===== src/design/rfdr_pkg.sv =====
// shared types and constants of the receive frame descriptor ring
package rfdr_pkg;

   localparam int LEN_W     = 11;  // frame length field
   localparam int CAP_W     = 16;  // caller buffer capacity field
   localparam int OUT_IDX_W = 2;   // width of reported count and slot

   typedef enum logic {
      REQ_FRAME_DONE = 1'b0,
      REQ_READ       = 1'b1
   } req_code_type;

   // what the index stage hands to the response stage for one item
   typedef struct packed {
      logic [LEN_W-1:0] delivered;
      logic             read_empty;
      logic             overwrote;
      logic             fwd;       // head slot written by this same item
      logic [LEN_W-1:0] fwd_len;
   } step_info_type;

endpackage


===== src/design/rfdr_ram.sv =====
// generic single write port, single read port ram with registered read
module rfdr_ram #(
   parameter int WIDTH = 11,
   parameter int DEPTH = 4,
   localparam int ADDR_W = $clog2(DEPTH)
) (
   input  logic              clock,
   input  logic              we,
   input  logic [ADDR_W-1:0] waddr,
   input  logic [WIDTH-1:0]  wdata,
   input  logic              re,
   input  logic [ADDR_W-1:0] raddr,
   output logic [WIDTH-1:0]  rdata
);

   logic [WIDTH-1:0] mem_ff [DEPTH];
   logic [WIDTH-1:0] rdata_ff;

   always_ff @(posedge clock) begin
      if (we) begin
         mem_ff[waddr] <= wdata;
      end
      if (re) begin
         rdata_ff <= mem_ff[raddr];
      end
   end

   assign rdata = rdata_ff;

endmodule


===== src/design/rfdr_ctrl.sv =====
// fill, drain and count registers of the ring, and the slot store access
module rfdr_ctrl #(
   parameter int QUEUE_DEPTH = 4,
   localparam int IDX_W = $clog2(QUEUE_DEPTH)
) (
   input  logic                         clock,
   input  logic                         reset,
   input  logic                         accept,
   input  rfdr_pkg::req_code_type       req_type,
   input  logic [rfdr_pkg::LEN_W-1:0]   frame_length,
   input  logic [rfdr_pkg::CAP_W-1:0]   caller_capacity,
   input  logic [rfdr_pkg::LEN_W-1:0]   head_now,
   output logic                         mem_we,
   output logic [IDX_W-1:0]             mem_waddr,
   output logic [rfdr_pkg::LEN_W-1:0]   mem_wdata,
   output logic                         mem_re,
   output logic [IDX_W-1:0]             mem_raddr,
   output rfdr_pkg::step_info_type      info,
   output logic [IDX_W-1:0]             next_count,
   output logic [IDX_W-1:0]             next_fill
);
   import rfdr_pkg::*;

   localparam logic [IDX_W-1:0] LAST_IDX = IDX_W'(QUEUE_DEPTH - 1);

   logic [IDX_W-1:0] fill_ff, fill_in;
   logic [IDX_W-1:0] drain_ff, drain_in;
   logic [IDX_W-1:0] count_ff, count_in;
   logic             ring_full;
   logic             ring_empty;

   function automatic logic [IDX_W-1:0] wrap_inc(input logic [IDX_W-1:0] idx);
      return (idx == LAST_IDX) ? '0 : idx + 1'b1;
   endfunction

   assign ring_full  = (count_ff == LAST_IDX);
   assign ring_empty = (count_ff == '0);

   always_comb begin
      fill_in  = fill_ff;
      drain_in = drain_ff;
      count_in = count_ff;
      info     = '0;
      mem_we   = 1'b0;
      if (req_type == REQ_FRAME_DONE) begin
         mem_we = accept;
         if (ring_full) begin
            // fill slot is not a waiting frame, just replace it
            info.overwrote = 1'b1;
         end else begin
            count_in = count_ff + 1'b1;
            fill_in  = wrap_inc(fill_ff);
         end
      end else begin
         if (ring_empty) begin
            info.read_empty = 1'b1;
         end else begin
            if (caller_capacity < {{(CAP_W-LEN_W){1'b0}}, head_now}) begin
               info.delivered = caller_capacity[LEN_W-1:0];
            end else begin
               info.delivered = head_now;
            end
            drain_in = wrap_inc(drain_ff);
            count_in = count_ff - 1'b1;
         end
      end
      // new head slot is read on every item; same-slot write is forwarded
      info.fwd     = (req_type == REQ_FRAME_DONE) && (fill_ff == drain_in);
      info.fwd_len = frame_length;
   end

   assign mem_waddr  = fill_ff;
   assign mem_wdata  = frame_length;
   assign mem_re     = accept;
   assign mem_raddr  = drain_in;
   assign next_count = count_in;
   assign next_fill  = fill_in;

   always_ff @(posedge clock) begin
      if (reset) begin
         fill_ff  <= '0;
         drain_ff <= '0;
         count_ff <= '0;
      end else if (accept) begin
         fill_ff  <= fill_in;
         drain_ff <= drain_in;
         count_ff <= count_in;
      end
   end

`ifndef SYNTHESIS
   logic [IDX_W:0] ring_sum;
   logic [IDX_W:0] ring_end;
   assign ring_sum = {1'b0, drain_ff} + {1'b0, count_ff};
   assign ring_end = (ring_sum >= (IDX_W+1)'(QUEUE_DEPTH)) ?
                     ring_sum - (IDX_W+1)'(QUEUE_DEPTH) : ring_sum;

   a_ring_position: assert property (@(posedge clock) disable iff (reset)
      {1'b0, fill_ff} == ring_end)
      else $error("fill index does not sit count slots past drain index");

   a_count_bound: assert property (@(posedge clock) disable iff (reset)
      count_ff <= LAST_IDX)
      else $error("waiting count beyond ring capacity");

   a_empty_read_quiet: assert property (@(posedge clock) disable iff (reset)
      accept && (req_type == REQ_READ) && ring_empty |=>
         $stable(drain_ff) && $stable(count_ff) && $stable(fill_ff))
      else $error("read of empty ring changed ring state");
`endif

endmodule


===== src/design/rx_frame_descriptor_ring.sv =====
// top level of the receive frame descriptor ring
//
// ring of QUEUE_DEPTH receive slots holding frame lengths. a frame-done item
// (req_type 0) stores req_frame_length in the fill slot and advances fill and
// count while fewer than QUEUE_DEPTH-1 frames wait; on a full ring it
// overwrites the fill slot and flags rsp_overwrote_slot. a read item
// (req_type 1) hands out the oldest length clipped to req_caller_capacity and
// advances the drain slot, or reports rsp_read_was_empty. every item gives
// exactly one response carrying the head length, waiting count and fill slot
// after the item. throughput is one item per clock while the response side
// keeps up; an accepted item goes to the head stage, which waits for the slot
// store's registered read of the new head slot, and then to the response
// register. the response register lets one further item enter while a
// finished response waits. the slot store needs no clearing pass after
// reset: only slots holding a waiting frame are ever reported
module rx_frame_descriptor_ring #(
   parameter int QUEUE_DEPTH = 4
) (
   input  logic                               clock,
   input  logic                               reset,
   // request channel
   input  logic                               req_valid,
   output logic                               req_stall,
   input  logic                               req_type,
   input  logic [rfdr_pkg::LEN_W-1:0]         req_frame_length,
   input  logic [rfdr_pkg::CAP_W-1:0]         req_caller_capacity,
   // response channel
   output logic                               rsp_valid,
   input  logic                               rsp_stall,
   output logic [rfdr_pkg::LEN_W-1:0]         rsp_delivered_length,
   output logic                               rsp_read_was_empty,
   output logic                               rsp_overwrote_slot,
   output logic [rfdr_pkg::LEN_W-1:0]         rsp_head_length,
   output logic [rfdr_pkg::OUT_IDX_W-1:0]     rsp_frames_waiting,
   output logic [rfdr_pkg::OUT_IDX_W-1:0]     rsp_receive_slot
);
   import rfdr_pkg::*;

   localparam int IDX_W = $clog2(QUEUE_DEPTH);

   // request acceptance
   logic                  req_accept;
   req_code_type          req_code;

   // slot store interface
   logic                  ram_we;
   logic [IDX_W-1:0]      ram_waddr;
   logic [LEN_W-1:0]      ram_wdata;
   logic                  ram_re;
   logic [IDX_W-1:0]      ram_raddr;
   logic [LEN_W-1:0]      ram_rdata;

   // index stage outputs
   step_info_type         step_info;
   logic [IDX_W-1:0]      step_count;
   logic [IDX_W-1:0]      step_fill;

   // head stage: item waiting for its head slot read
   logic                  s2_valid_ff, s2_valid_in;
   step_info_type         s2_info_ff;
   logic [IDX_W-1:0]      s2_count_ff;
   logic [IDX_W-1:0]      s2_fill_ff;
   logic                  s2_move;
   logic [LEN_W-1:0]      s2_head_raw;
   logic [LEN_W-1:0]      s2_head;

   // current head length as seen by the next item
   logic [LEN_W-1:0]      head_ff;
   logic [LEN_W-1:0]      head_now;

   // response register
   logic                  rsp_valid_ff, rsp_valid_in;
   logic [LEN_W-1:0]      rsp_delivered_ff;
   logic                  rsp_empty_ff;
   logic                  rsp_overwrote_ff;
   logic [LEN_W-1:0]      rsp_head_ff;
   logic [OUT_IDX_W-1:0]  rsp_count_ff;
   logic [OUT_IDX_W-1:0]  rsp_fill_ff;

   // head stage advances whenever the response register is free or draining
   assign s2_move    = s2_valid_ff && (!rsp_valid_ff || !rsp_stall);
   // stall during reset and while the head stage is stuck; the ram read data then holds
   assign req_stall  = reset || (s2_valid_ff && !s2_move);
   assign req_accept = req_valid && !req_stall;
   assign req_code   = req_code_type'(req_type);

   rfdr_ctrl #(
      .QUEUE_DEPTH (QUEUE_DEPTH)
   ) u_ctrl (
      .clock           (clock),
      .reset           (reset),
      .accept          (req_accept),
      .req_type        (req_code),
      .frame_length    (req_frame_length),
      .caller_capacity (req_caller_capacity),
      .head_now        (head_now),
      .mem_we          (ram_we),
      .mem_waddr       (ram_waddr),
      .mem_wdata       (ram_wdata),
      .mem_re          (ram_re),
      .mem_raddr       (ram_raddr),
      .info            (step_info),
      .next_count      (step_count),
      .next_fill       (step_fill)
   );

   rfdr_ram #(
      .WIDTH (LEN_W),
      .DEPTH (QUEUE_DEPTH)
   ) u_slot_ram (
      .clock (clock),
      .we    (ram_we),
      .waddr (ram_waddr),
      .wdata (ram_wdata),
      .re    (ram_re),
      .raddr (ram_raddr),
      .rdata (ram_rdata)
   );

   // head slot value: forwarded when this item wrote the head slot itself
   assign s2_head_raw = s2_info_ff.fwd ? s2_info_ff.fwd_len : ram_rdata;
   assign s2_head     = (s2_count_ff == '0) ? '0 : s2_head_raw;
   // an item in the head stage already holds the newest head length
   assign head_now    = s2_valid_ff ? s2_head : head_ff;

   assign s2_valid_in  = req_accept || (s2_valid_ff && !s2_move);
   assign rsp_valid_in = s2_move || (rsp_valid_ff && rsp_stall);

   always_ff @(posedge clock) begin
      if (reset) begin
         s2_valid_ff  <= 1'b0;
         rsp_valid_ff <= 1'b0;
      end else begin
         s2_valid_ff  <= s2_valid_in;
         rsp_valid_ff <= rsp_valid_in;
      end
      // payload, no reset needed
      if (req_accept) begin
         s2_info_ff  <= step_info;
         s2_count_ff <= step_count;
         s2_fill_ff  <= step_fill;
      end
      if (s2_move) begin
         head_ff          <= s2_head;
         rsp_delivered_ff <= s2_info_ff.delivered;
         rsp_empty_ff     <= s2_info_ff.read_empty;
         rsp_overwrote_ff <= s2_info_ff.overwrote;
         rsp_head_ff      <= s2_head;
         rsp_count_ff     <= OUT_IDX_W'(s2_count_ff);
         rsp_fill_ff      <= OUT_IDX_W'(s2_fill_ff);
      end
   end

   assign rsp_valid            = rsp_valid_ff;
   assign rsp_delivered_length = rsp_delivered_ff;
   assign rsp_read_was_empty   = rsp_empty_ff;
   assign rsp_overwrote_slot   = rsp_overwrote_ff;
   assign rsp_head_length      = rsp_head_ff;
   assign rsp_frames_waiting   = rsp_count_ff;
   assign rsp_receive_slot     = rsp_fill_ff;

`ifndef SYNTHESIS
   a_item_reaches_head_stage: assert property (@(posedge clock) disable iff (reset)
      req_accept |=> s2_valid_ff)
      else $error("accepted item did not enter head stage");

   a_head_read_holds: assert property (@(posedge clock) disable iff (reset)
      s2_valid_ff && !s2_move |=> $stable(ram_rdata))
      else $error("head slot read data changed while item held");

   a_one_flag_per_kind: assert property (@(posedge clock) disable iff (reset)
      s2_valid_ff |-> !(s2_info_ff.read_empty && s2_info_ff.overwrote))
      else $error("item flagged both empty read and overwrite");
`endif

endmodule

===== config.mk =====
export PLATFORM = sky130hd
export DESIGN_NAME = rx_frame_descriptor_ring
export DESIGN_NICKNAME = d
export VERILOG_FILES = /design/src/design/rfdr_pkg.sv /design/src/design/rfdr_ram.sv /design/src/design/rfdr_ctrl.sv /design/src/design/rx_frame_descriptor_ring.sv
export SDC_FILE = /design/constraint.sdc
export NUM_CORES = 1
export LEC_CHECK = 0
export ABC_AREA = 0
export CAP_MARGIN = 0
export CORE_MARGIN = 2
export CORE_UTILIZATION = 40
export CTS_CLUSTER_DIAMETER = 40
export DETAILED_ROUTE_END_ITERATION = 7
export DONT_BUFFER_PORTS = 1
export HOLD_SLACK_MARGIN = 0.12
export PLACE_DENSITY = 0.63
export RECOVER_POWER = 25
export SYNTH_ARGS = -nofsm -noshare
export SYNTH_HDL_FRONTEND = slang
export SYNTH_SLANG_ARGS = --single-unit

===== constraint.sdc =====
create_clock -name clock -period 3.25 [get_ports clock]
set_input_delay 0.4875 -clock clock [delete_from_list [all_inputs] [get_ports clock]]
set_output_delay 0.4875 -clock clock [all_outputs]
set_load 0.005 [all_outputs]

==> results.json, run 1 <==
{
  "cts-root-buf": "clkbuf_16",
  "track_usage_pct": 14.7,
  "synth_seq_area_share_pct": 70.2,
  "dp.final_hpwl_um": 6020,
  "synth_nets": 384,
  "worstReg2RegEnd": "s2_info_ff[14]$_SDFFCE_PP0P_",
  "dr.pass1.iters": 4,
  "wirelength_um": 9130,
  "synth_xor_area_share_pct": 0.349,
  "die_x_um": 116,
  "initial_utilization_pct": 41.4,
  "drcViolationCount": 0,
  "clock_latency_ps": 410,
  "synth_fa_ha_area_share_pct": 3.74,
  "async_flop_share_pct": 0,
  "tns_ps": 0,
  "critPathKind": "register to register",
  "cts_buffer_depth": 2,
  "synth_ff_type": "edfxtp_1",
  "synth_area_per_cell_um2": 14.9,
  "io-pin-count": 62,
  "status": "finished, final reports clean",
  "yosysTopAreaCell": "edfxtp_1",
  "num-fill-cells": 1035,
  "via_per_inst": 5.19,
  "via_count": 2771,
  "fp.dieArea_um2": 13500,
  "slew_viol_final": 0,
  "worstPathMaxFanout": 8,
  "p_total_w": 0.00379,
  "holdCritStartpoint": "reset",
  "h-tree-depth": 4,
  "rsz0062_at_grt": "false",
  "r2r_cells": 10,
  "nets": 400,
  "synth-seq-cells": 120,
  "holdPathEnd": "u_ctrl.mem_waddr[1]$_SDFFE_PP0P_",
  "crit-reg2reg-launch": "s2_info_ff[11]$_DFFE_PP_",
  "coreArea_um2": 12100,
  "numCtsBuffers": 17,
  "start_kind": "register",
  "drive_gt1_share_pct": 15.0,
  "clkSinkCount": 120,
  "area_growth_pct": 16.4,
  "max_slew_margin_pct": 59.0,
  "antenna_found_initial": 0,
  "worst_pin_slew_ps": 616,
  "finalClockSkew_ps": 12.1,
  "avgRoutedWirePerCell_um": 17.1,
  "maxCapViolCount": 0,
  "netlist_area_um2": 5020,
  "ys_top_cells_by_area": "edfxtp_1, mux2i_1, ha_1",
  "synth.mux.area_fraction_pct": 5.04,
  "critPathArrivalTime_ps": 3170,
  "yosysTopAreaCellShare_pct": 67.0,
  "synth_edf_count": 112,
  "ant_nets": 0,
  "power_density_nw_per_um2": 648,
  "leakage_nw": 2.01,
  "period_needed_ps": 3020,
  "yosys.area_share.simple_pct": 7.63,
  "clkSlewWorstSetupHoldPaths_ps": 60,
  "grt_pass1_vias": 2741,
  "grt_pass1_wl_um": 14800,
  "routabilityCongestion": 0.909,
  "rows": 40,
  "synth_top_family_by_area": "compound AO/OA/AOI/OAI gates",
  "overflow": 0,
  "drt_iter0_markers": 239,
  "required_ps": 3400,
  "antenna_cells": 0,
  "cts_tree": "done",
  "synth_compound_area_share_pct": 10.6,
  "finalCritPeriodShare_pct": 92.9,
  "synth_cells": 337,
  "crit_path_end_kind": "register",
  "hold_class": "input pin to register",
  "vdd_drop_max_uv": 343,
  "hold_violations": 0,
  "ys_types": 41,
  "setup_viol": 0,
  "yosysWarnings": 0,
  "die_h_um": 116,
  "min_path_cells": 1,
  "post_cts_resized": 0,
  "timing.reg2reg.setup_slack_ps": 230,
  "timing.fmax_mhz": 331,
  "port_buffers": 0,
  "grt_start_max_net_pins": 29
}
[area by class of cell]
type | count | area [um2] | share of cell area (%)
clock buffers | 18 | 429 | 7.34
multi-input cells | 193 | 1380 | 23.6
clock inverters | 14 | 150 | 2.57
flip-flops and latches | 120 | 3520 | 60.3
repair buffers | 16 | 133 | 2.27
inverters | 5 | 18.8 | 0.321
well taps | 168 | 210 | 3.60
[worst max path at each step]
stage	startpoint	endpoint	slack, ps	cells after the start
finish	s2_info_ff[11]$_DFFE_PP_	s2_info_ff[14]$_SDFFCE_PP0P_	230	10
global route	s2_count_ff[1]$_DFFE_PP_	s2_info_ff[18]$_SDFFCE_PP0P_	80	10
CTS	s2_info_ff[11]$_DFFE_PP_	s2_info_ff[14]$_SDFFCE_PP0P_	30	9
detailed placement	s2_info_ff[11]$_DFFE_PP_	s2_info_ff[14]$_SDFFCE_PP0P_	40	9
floorplan	s2_valid_ff$_SDFF_PP0_	rsp_delivered_length[0]$_DFFE_PP_	560	3
global placement	s2_info_ff[11]$_DFFE_PP_	s2_info_ff[14]$_SDFFCE_PP0P_	170	9
[sequential cells by signal, indices dropped and copies added, names as in the netlist, 2 cells and up]
signal and cells:
u_slot_ram.mem_ff 44, s2_info_ff 25, rsp_delivered_length 11, rsp_head_length 11, u_slot_ram.rdata 11, rsp_frames_waiting 2, rsp_receive_slot 2, s2_count_ff 2
s2_fill_ff 2, u_ctrl.count_ff 2, u_ctrl.drain_ff 2, u_ctrl.mem_waddr 2
[placed cells by master (no fill, tap or decap), types with 2 or more instances in the layout]
| cell | netlist | layout |
|---|---|---|
| a2111oi_0 | 10 | 10 |
| bufinv_16 | 0 | 2 |
| and2_1 | 9 | 9 |
| nand3b_1 | 2 | 2 |
| nand2_1 | 30 | 30 |
| clkinvlp_4 | 0 | 2 |
| buf_4 | 1 | 15 |
| ha_1 | 15 | 15 |
| o21ai_4 | 2 | 2 |
| inv_1 | 5 | 5 |
| nor2_1 | 24 | 24 |
| clkinv_4 | 0 | 4 |
| o21a_1 | 2 | 2 |
| a211oi_1 | 22 | 22 |
| mux2i_1 | 23 | 23 |
| clkbuf_16 | 0 | 17 |
| nand4_1 | 2 | 2 |
| o21ai_0 | 5 | 5 |
| nor3_1 | 3 | 3 |
| a21oi_1 | 4 | 4 |
| mux2_2 | 2 | 2 |
| dfxtp_1 | 8 | 8 |
| clkinv_2 | 0 | 2 |
| a31oi_1 | 14 | 14 |
| edfxtp_1 | 112 | 112 |
| inv_6 | 0 | 3 |
| and2_0 | 7 | 7 |
| a211o_1 | 2 | 2 |
[routing by layer]
metal	GRT usage [%]	vias up	wire length, um
li1	-	1342	-
met1	17.8	1332	3970
met2	22.7	79	4280
met3	6.69	18	715
met4	6.27	0	153
met5	0	-	0
[synthesized netlist by cell type (all sizes together), types with 2 or more instances]
cell type,n
edfxtp,112
nand2,30
nor2,24
a211oi,23
mux2i,23
and2,16
ha,15
a31oi,14
a2111oi,11
buf,11
clkbuf,8
dfxtp,8
o21ai,8
a21oi,5
inv,5
nor3,3
a211o,2
mux2,2
nand2b,2
nand3b,2
nand4,2
o21a,2
[power breakdown]
group          switching (W)  total [W]  internal [W]
Combinational       0.000120   0.000196     0.0000767
Sequential         0.0000275    0.00178       0.00175
Clock               0.000674    0.00181       0.00113
Total               0.000822    0.00379       0.00296
[through the flow]
stage	setup slack, ps	utilization, %	instances	hold WS [ps]	instance area [um2]
after floorplan	562	-	337	400	5020
after global placement	173	43.1	498	401	5220
after detailed placement	40.6	43.1	498	405	5220
after CTS	30.1	47.9	530	129	5800
after global routing	79.4	48.2	534	128	5840
final	231	48.2	534	145	5840
[worst max-delay path, cell delays in order, from the launching register on]
cell       delay (ps)
edfxtp_1          420
buf_12            160
buf_4             140
mux2i_1           120
nor2_1            140
mux2i_1           140
ha_1              350
o21ai_4            80
a2111oi_4         510
a211o_1           340
mux2_2            370
[logic make-up after synthesis]
group / count (synthesis)
AOI/OAI and AO/OA: 69
xor gates and xnor gates: 2
adders and majority gates: 15
buffers and inverters: 24
DFF: 120
muxes: 25
and+or+nand+nor: 82
[repair_timing]
item / CTS / global route
setup buffers: 0 / 4
hold buffers: 0 / 0
endpoints found under the setup margin: 0 / 8
No activity file was read; power rests on OpenSTA's default activity.
==> run 2, diff against run 1 <==
- CORE_UTILIZATION: 40 -> 60
- PLACE_DENSITY: 0.63 -> 0.83
- clock period: 3.25 -> 3.6 ns (I/O delays scaled with it)
==> run 2 against run 1 <==
Fmax is 5.1% lower. Critical path depth shrank 2. Combinational power is essentially flat. Clock power is essentially flat.
==> results.json, run 2 (synthesis gave the netlist of run 1 again) <==
{
  "top_regs": "u_slot_ram.mem_ff x44, s2_info_ff x25",
  "cts-root-buf": "clkbuf_8",
  "finalWorstSetupSlack_ps": 417,
  "nets": 408,
  "hold_class": "input pin to register",
  "h-tree-depth": 4,
  "grt_pass1_wl_um": 15600,
  "dp.final_hpwl_um": 5920,
  "rsz0062_at_grt": "false",
  "crit_start": "s2_valid_ff$_SDFF_PP0_",
  "p_clk_share_pct": 50.3,
  "rows": 33,
  "pwr-share-comb_pct": 5.3,
  "max_slew_margin_pct": 24.5,
  "place_area_um2": 5110,
  "switching_share_pct": 19.9,
  "finalClockSkew_ps": 8.64,
  "antenna_cells": 0,
  "top_register": "u_slot_ram.mem_ff",
  "maxCapViolCount": 0,
  "cts_buffer_depth": 2,
  "io-pin-count": 62,
  "clock_latency_ps": 510,
  "required_ps": 3910,
  "instances_no_fill": 479,
  "mostFrequentLayoutCell": "edfxtp_1",
  "pre_cts_ws_ps": 405,
  "dr.pass1.iters": 5,
  "vdd_drop_max_uv": 375,
  "post_cts_resized": 0,
  "grt_start_max_net_pins": 27,
  "timing.fmax_mhz": 314,
  "numCtsBuffers": 17,
  "clkSinkCount": 120,
  "via_count": 2924,
  "critPathArrivalTime_ps": 3490,
  "start_kind": "register",
  "hold_violations": 0,
  "tns_ps": 0,
  "status": "finished, final reports clean",
  "leakage_nw": 2.06,
  "crit_path_end_kind": "register",
  "ant_nets": 0,
  "worst_pin_slew_ps": 1130,
  "fp.dieArea_um2": 9110,
  "area_growth_pct": 17.8,
  "initial_utilization_pct": 61.4,
  "largest_register_ffs": 44,
  "placed_cells_incl_taps": 431,
  "p_switching_w": 0.000723,
  "clkSlewWorstSetupHoldPaths_ps": 60,
  "period_needed_ps": 3180,
  "worstPathMaxFanout": 15,
  "drt_iter0_markers": 151,
  "coreArea_um2": 8180,
  "cts_tree": "done",
  "wirelength_um": 9680,
  "design_area_um2": 5910,
  "drcViolationCount": 0,
  "routabilityCongestion": 0.848,
  "via_per_inst": 6.10,
  "internal_power_w": 0.00291,
  "pwr-share-seq_pct": 44.4,
  "finalCritPeriodShare_pct": 88.4,
  "grt_pass1_vias": 3050,
  "die_h_um": 95.5,
  "power_density_nw_per_um2": 615,
  "slew_viol_final": 0,
  "die_x_um": 95.5,
  "holdCritStartpoint": "req_valid",
  "antenna_found_initial": 0,
  "fin_hold_ws_ps": 166,
  "overflow": 0,
  "setup_viol": 0,
  "drive_gt1_share_pct": 13.4,
  "crit-reg2reg-launch": "s2_valid_ff$_SDFF_PP0_",
  "avgRoutedWirePerCell_um": 20.2,
  "critPathKind": "register to register",
  "port_buffers": 0,
  "final_cell_mix": "edfxtp_1, nand2_1, nor2_1",
  "track_usage_pct": 23.4
}
-- run 2: cell types whose count changed in the layout (fill, tap and decap cells not counted) --
| cell | before | now |
|---|---|---|
| inv_6 | 3 | 0 |
| clkbuf_16 | 17 | 16 |
| buf_4 | 15 | 12 |
| dlygate4sd3_1 | 0 | 12 |
| bufinv_16 | 2 | 6 |
| buf_12 | 1 | 0 |
| clkinv_4 | 4 | 1 |
| clkinvlp_4 | 2 | 3 |
| clkinv_1 | 1 | 2 |
| clkbuf_8 | 0 | 1 |
-- run 2: power by group through the flow --
stage	registers, W	logic (W)	clock network [W]
after global routing	0.00162	0.000214	0.00192
after detailed placement	0.00164	0.000163	0
after floorplan	0.00163	0.000136	0
after global placement	0.00164	0.000155	0
final	0.00161	0.000193	0.00183
after CTS	0.00162	0.000187	0.00185
-- run 2: per-stage QoR --
stage | util, % | total power, W
final | 72.3 | 0.00364
after global routing | 72.3 | 0.00375
after CTS | 71.9 | 0.00366
after detailed placement | 62.5 | 0.00181
after global placement | 62.5 | 0.00179
after floorplan | - | 0.00177
-- run 2: worst max-delay path: stages, from the launching register on --
cell,delay [ps]
dfxtp_1,790
mux2i_1,360
ha_1,300
a211o_1,290
o211ai_1,110
a31oi_1,320
a211o_1,350
buf_4,180
a211oi_1,300
-- run 2: path summary, 6_finish.rpt --
| check | end | depth (start not counted) | slack (ps) |
|---|---|---|---|
| setup / recovery | s2_info_ff[22]$_SDFFCE_PP0P_ | 8 | 420 |
| hold reg to reg | rsp_delivered_length[9]$_DFFE_PP_ | 0 | 420 |
| hold / removal | s2_valid_ff$_SDFF_PP0_ | 2 | 170 |
| setup reg to reg | s2_info_ff[22]$_SDFFCE_PP0P_ | 8 | 420 |
-- run 2: timing repair --
item / CTS / global route
setup endpoints to repair: 0 / 1
endpoints found under the hold margin: 61 / 0
hold buffers: 12 / 0
setup buffers: 0 / 4
-- run 2: cell type report --
cell class	instances	area, um2
clock buffers	18	418
repair buffers	24	210
well taps	105	131
inverters	5	18.8
flip-flops and latches	120	3520
multi-input cells	193	1380
clock inverters	14	229
fillers	482	2270
-- run 2: routing by layer --
metal  wire (um)  vias up  global-route usage [%]
li1            -     1361                       -
met1        3880     1419                    27.6
met2        4940      127                    39.0
met3         705       17                    7.51
met4         153        0                    11.4
met5           0        -                       0
